`src/sv/srct_pkg.sv`:
```
// Shared constants for the shadow ray / capped cylinder test pipeline.
// No dependencies; used by the divider, the square root unit and the top level.

package srct_pkg;

	// Fixed point fraction bits (Q16.16)
	localparam int FB = 16;

	// Width of a ray parameter t; t of 2^T_W or more is beyond any range
	localparam int T_W = 31;

	// Largest scaled cross term whose square is formed
	localparam int XM_LIM = 1 << 18;

	// Quotient bits resolved per divider stage, root bits per square root stage
	localparam int DIV_SPS  = 4;
	localparam int SQRT_SPS = 6;

	// Reset value of the tolerance register
	localparam logic [15:0] EPS_RST = 16'd66;

endpackage

```
`src/sv/srct_div.sv`:
```
// Pipelined restoring divider with overflow detect and a sideband bus.
// Uses srct_pkg for the default number of quotient bits per stage.

module srct_div #(
	parameter int NW  = 67,
	parameter int DW  = 36,
	parameter int QW  = srct_pkg::T_W,
	parameter int SPS = srct_pkg::DIV_SPS,
	parameter int SW  = 1
) (
	input  logic          clk,
	input  logic          arst_n,
	input  logic          ce,
	input  logic          in_valid,
	input  logic [NW-1:0] num,
	input  logic [DW-1:0] den,
	input  logic [SW-1:0] side_in,
	output logic          out_valid,
	output logic [QW-1:0] quo,
	output logic          ovf,
	output logic [SW-1:0] side_out
);

	localparam int NST = (QW + SPS - 1) / SPS;
	localparam int HW  = NW - QW;
	localparam int PW  = DW + 1 + QW + QW;

	logic          v_s    [NST+1];
	logic [DW:0]   rem_s  [NST+1];
	logic [QW-1:0] low_s  [NST+1];
	logic [QW-1:0] q_s    [NST+1];
	logic [DW-1:0] den_s  [NST+1];
	logic          ovf_s  [NST+1];
	logic [SW-1:0] side_s [NST+1];
	logic [HW-1:0] hi;

	// Resolve up to SPS quotient bits, starting at quotient bit number first
	function automatic logic [PW-1:0] div_steps(input logic [DW:0] r_in,
			input logic [QW-1:0] l_in, input logic [QW-1:0] q_in,
			input logic [DW-1:0] d, input int first);
		logic [DW:0]   r;
		logic [QW-1:0] l;
		logic [QW-1:0] q;
		r = r_in;
		l = l_in;
		q = q_in;
		for (int j = 0; j < SPS; j++) begin
			if (first + j < QW) begin
				r = {r[DW-1:0], l[QW-1]};
				l = {l[QW-2:0], 1'b0};
				if (r >= {1'b0, d}) begin
					r = r - {1'b0, d};
					q = {q[QW-2:0], 1'b1};
				end else begin
					q = {q[QW-2:0], 1'b0};
				end
			end
		end
		return {r, l, q};
	endfunction

	assign hi = num[NW-1:QW];

	// Advance valid bits
	always_ff @(posedge clk or negedge arst_n) begin
		if (!arst_n) begin
			for (int k = 0; k <= NST; k++) v_s[k] <= 1'b0;
		end else if (ce) begin
			v_s[0] <= in_valid;
			for (int k = 0; k < NST; k++) v_s[k+1] <= v_s[k];
		end
	end

	// Load the upper dividend bits, then shift one quotient bit per step
	always_ff @(posedge clk) begin
		if (ce) begin
			rem_s[0]  <= (DW+1)'(hi);
			low_s[0]  <= num[QW-1:0];
			q_s[0]    <= '0;
			den_s[0]  <= den;
			ovf_s[0]  <= ({{DW{1'b0}}, hi} >= {{HW{1'b0}}, den});
			side_s[0] <= side_in;
			for (int k = 0; k < NST; k++) begin
				{rem_s[k+1], low_s[k+1], q_s[k+1]} <=
					div_steps(rem_s[k], low_s[k], q_s[k], den_s[k], k * SPS);
				den_s[k+1]  <= den_s[k];
				ovf_s[k+1]  <= ovf_s[k];
				side_s[k+1] <= side_s[k];
			end
		end
	end

	assign out_valid = v_s[NST];
	assign quo       = q_s[NST];
	assign ovf       = ovf_s[NST];
	assign side_out  = side_s[NST];

endmodule

```
`config.mk`:
```
export PLATFORM = sky130hd
export DESIGN_NAME = srct_div
export DESIGN_NICKNAME = d
export VERILOG_FILES = /design/src/sv/srct_pkg.sv /design/src/sv/srct_div.sv
export SDC_FILE = /design/constraint.sdc
export NUM_CORES = 2
export LEC_CHECK = 0
export BUFFER_PORTS_ARGS = -buffer_cell sky130_fd_sc_hd__buf_2
export CORE_UTILIZATION = 55
export CTS_CLUSTER_DIAMETER = 200
export DETAILED_ROUTE_END_ITERATION = 10
export GPL_TIMING_DRIVEN = 0
export PLACE_DENSITY_LB_ADDON = 0.2
export SYNTH_ARGS = -nofsm -noshare
export SYNTH_HDL_FRONTEND = slang
export SYNTH_SLANG_ARGS = --single-unit
```
`constraint.sdc`:
```
create_clock -name clk -period 34.3 [get_ports clk]
set_input_delay 10.29 -clock clk [delete_from_list [all_inputs] [get_ports clk]]
set_output_delay 10.29 -clock clk [all_outputs]
set_load 0.02 [all_outputs]
```
# [Word-level counts from Yosys, hierarchy flattened]
# Memories as Yosys holds them, arrays and structs flattened.
# Index checks and enable logic that the tools add are counted.
# Widths: inputs -> output; s select.
[totals] reg_bits=674 mem_bits_rw=342 output_inout_bits=34 n_memories=3
[op_classes] add_sub_neg=30 order_cmp=32 muxes=109
[mem_list] memory="den_s" words=9 width=36 read_ports=8 rd_ports_with_merged_regs=0 write_ports=9 line_no="srct_div.sv:32" rtl="logic [DW-1:0] den_s [NST+1];"
[mem_list] memory="ovf_s" words=9 width=1 read_ports=9 rd_ports_with_merged_regs=0 write_ports=9 line_no="srct_div.sv:33" rtl="logic ovf_s [NST+1];"
[mem_list] memory="side_s" words=9 width=1 read_ports=9 rd_ports_with_merged_regs=0 write_ports=9 line_no="srct_div.sv:34" rtl="logic [SW-1:0] side_s [NST+1];"
[ops] op="$mux 36" n=53
[ops] op="$ge 37x36->1" n=31
[ops] op="$sub 36x36->36" n=30
[ops] op="$mux 31" n=23
[ops] op="$ge 36x36->1" n=1
[ops] op="$mux 1" n=33

# [Longest topological paths before layout]
# An unclocked memory read counts as a cell.
[depth] word_depth=12 depth_mapped=63 ltp_nobuf=56

# [Worst setup path after synthesis]
# No wires, ideal clock.
[synth_timing] path_type="register to register" from="mem den_s[5][1], in the netlist den_s[0][181]" to="reg rem_s[81] in the netlist's numbering, data pin" setup_time_ns=0.262 arrival_time_ns=12.411 slack_ns=21.627 path_stages_with_launch=61 n_path_buf=6 synth_period_minus_slack_ns=12.673 path_cell_list="edfxtp_1 > inv_1 > ha_1 > nor2b_1 > o31a_1 > o31ai_1 > a21boi_1 > o21ai_2 > a31oi_1 > o311a_1 > nor2_2 > inv_1 > buf_1 > clkbuf_1 > o21ai_0 > inv_1 > ha_1 > nor2b_1 > [... 25 more ...] > buf_2 > mux2i_1 > ha_1 > nor2b_1 > o21ai_0 > a21oi_1 > o21ai_0 > a31o_2 > o211ai_1 > nand2_1 > o21ai_0 > a221o_1 > o32a_1 > nor4b_1 > or2_2 > inv_2 > buf_2 > mux2_1"
[synth_lines] element="from (decl)" line_no="srct_div.sv:32"
[synth_lines] element="to (signal, indexed assignment)" line_no="srct_div.sv:84" rtl="{rem_s[k+1], low_s[k+1], q_s[k+1]} <="
[synth_lines] element="to (decl)" line_no="srct_div.sv:29" rtl="logic [DW:0] rem_s [NST+1];"

==> results.toml <==
[synthesis]
yosysSeqAreaShare = 0.2807
syn_area_um2 = 94180
syn-instance-count = 10380
async_flop_share = 0.01020
ys_ff_latch = 882
synthFlopType = "edfxtp_1"
postSynthNetCount = 11670
yosys_warnings = 0
ys_types = 104
synth-edff-count = 873
syn_avg_cell_area_um2 = 9.070

[drt]
wire_per_inst_um = 22.86
drtIter0Drc = 7110
final_antenna_net_count = 0
vias = 82090
drc_errors = 0
wl_mm = 295.7
vias_per_cell = 6.345
dr.pass1.iters = 8

[worst_setup_path]
arrival_ns = 18.73
crit_path_start = "den_s[0][37]"
crit_path_max_incr_delay_ns = 0.69
path_class = "register to register"
r2r_start = "den_s[0][37]"
cp.required_ns = 34.78
cp_common_cell = "o21ai_0"
startpoint_type = "register"
critPathSlowestCell = "a211oi_1"
end_kind = "register"
crit_fanout = 10

[place]
placement.cell_area_um2 = 97860
place_inst = 12750
io_buffers = 141
place_congestion = 1.016
dp_hpwl_mm = 242.7

[timing]
setup_tns_ns = 0
setup_violations = 0
finClkSkew_ns = 0.07618
whs_ns = 0.4047
post-route-period-util = 0.5318
max_freq_ghz = 0.05482
rsz0062_at_grt = "no"
layout_min_cycle_time_ns = 18.24
slew_violations = 0
finalHoldViolations = 0
slew_headroom = 0.2077
worst_pin_slew_ns = 1.155

[floorplanning]
start_util = 0.5551
die_y_um = 415.8
rows = 151
die_x_um = 415.8
dieArea_um2 = 172900
core_area_um2 = 169700
ioPinCount = 142

[cts]
clockRootBuffer = "clkbuf_16"
cts-hold-fix-buffers = 0
cts_buffers = 97
cts_buffer_depth = 3
clock_latency_ns = 0.78
cts_sinks = 882
cts_tree = "built"
clkSlewWorstSetupHoldPaths_ns = 0.06
cts_max_level = 3
post_cts_resized = 0
cts_setup_buffers = 0

[global_routing]
grt_pass1_vias = 78440
grt.total_usage = 0.3295
overflow = 0
antenna_found_initial = 8
grt_max_degree = 135
grt_pass1_wl_mm = 444.0

[cells_and_area]
final_cell_mix = "1152 x ha_1, 1090 x a21oi_1, 873 x edfxtp_1"
stdcell_count = 12940
drive_gt1_frac = 0.1015
area_growth_pct = 7.412
final_common_cell = "ha_1"
final_nets = 11920
final_cell_area_um2 = 101200

[worst_hold_path]
hold_class = "register to register"
hold_start = "q_s[104]"

[outcome]
status = "finished, final reports clean"

[flow_run]
max-cap-violations = 0
==> flip-flops by register name, indices dropped and copies added (netlist names) <==
signal     count
ovf_s          9
q_s          112
den_s        288
out_valid      1
side_s         9
v_s            8
low_s        136
quo           31
rem_s        288
==> metal layers <==
| metal | part of all wire | GRT usage | up-vias |
|---|---|---|---|
| met5 | 0 | 0 | - |
| met4 | 0.063 | 0.1898 | 0 |
| met3 | 0.059 | 0.03219 | 755 |
| li1 | - | - | 39360 |
| met2 | 0.47 | 0.5592 | 3043 |
| met1 | 0.41 | 0.4076 | 38930 |
==> path summary, 6_finish.rpt <==
path / end / depth (start not counted) / slack (ns)
min in group asynchronous: v_s[8] / 1 / 9.38
worst max register to register: rem_s[234] / 57 / 16.06
worst min-delay path: q_s[77] / 0 / 0.40
max in group asynchronous: v_s[3] / 1 / 24.75
worst min register to register: q_s[77] / 0 / 0.40
worst max-delay path: rem_s[234] / 57 / 16.06
==> synthesized netlist by cell type (all sizes together) (43+ instances only) <==
library cell	count	area share
nand3	202	0.011
o21bai	148	0.012
a211oi	87	0.0072
edfxtp	873	0.28
nand2	602	0.024
and2	66	0.0044
nor3	155	0.0082
o211ai	61	0.0049
o21a	159	0.013
xnor2	634	0.059
nor2	701	0.028
a21oi	1091	0.058
mux2	609	0.074
buf	116	0.0076
o21ai	598	0.032
a21boi	43	0.0034
nand4	171	0.011
a21o	519	0.041
nand2b	138	0.0092
ha	1152	0.15
inv	727	0.029
mux2i	86	0.0092
clkbuf	107	0.0043
nor2b	120	0.0080
and3	92	0.0061
xor2	276	0.026
or2	51	0.0034
o31ai	75	0.0061
a31oi	82	0.0055
==> kinds of logic (layout without fill, tap and decap cells) <==
logic type,after synthesis,in the layout,share of synthesized area
AOI/OAI and AO/OA,3302,3302,0.2248
and+or+nand+nor,2460,2460,0.1263
adders and majority gates,1182,1182,0.1594
buffers and inverters,952,1283,0.04099
xor gates and xnor gates,910,910,0.08463
DFF,882,882,0.2807
muxes,695,695,0.08311
other,0,5,0
==> final cells by class <==
cell class,instances,area (um2)
plain buffers,223,1121
clock buffers,115,2515
repair buffers,148,908.4
well taps,2218,2775
multi-input cells,8549,63880
flip-flops and latches,882,26440
inverters,729,2739
clock inverters,68,769.5
diodes,5,12.51
fillers,14920,68500
==> stage by stage <==
| stage | util | worst slack, ns |
|---|---|---|
| floorplan | - | 21.63 |
| global placement | 0.5756 | 9.308 |
| detailed placement | 0.5768 | 16.85 |
| CTS | 0.5962 | 16.76 |
| global route | 0.5962 | 15.36 |
| finish | 0.5962 | 16.06 |
==> worst max-delay path, delay by kind of cell, from the launching register on <==
family                   cells  cell delay, ns
adder cells (fa/ha/maj)      4            1.45
AO/OA/AOI/OAI               32            9.95
AND/OR/NAND/NOR             11            2.62
buffers and inverters       10            3.32
flip-flops                   1            0.53
Power is left out: the tool's default activity adds up to more than one toggle a clock period on the data nets, which glitch-free logic cannot reach.
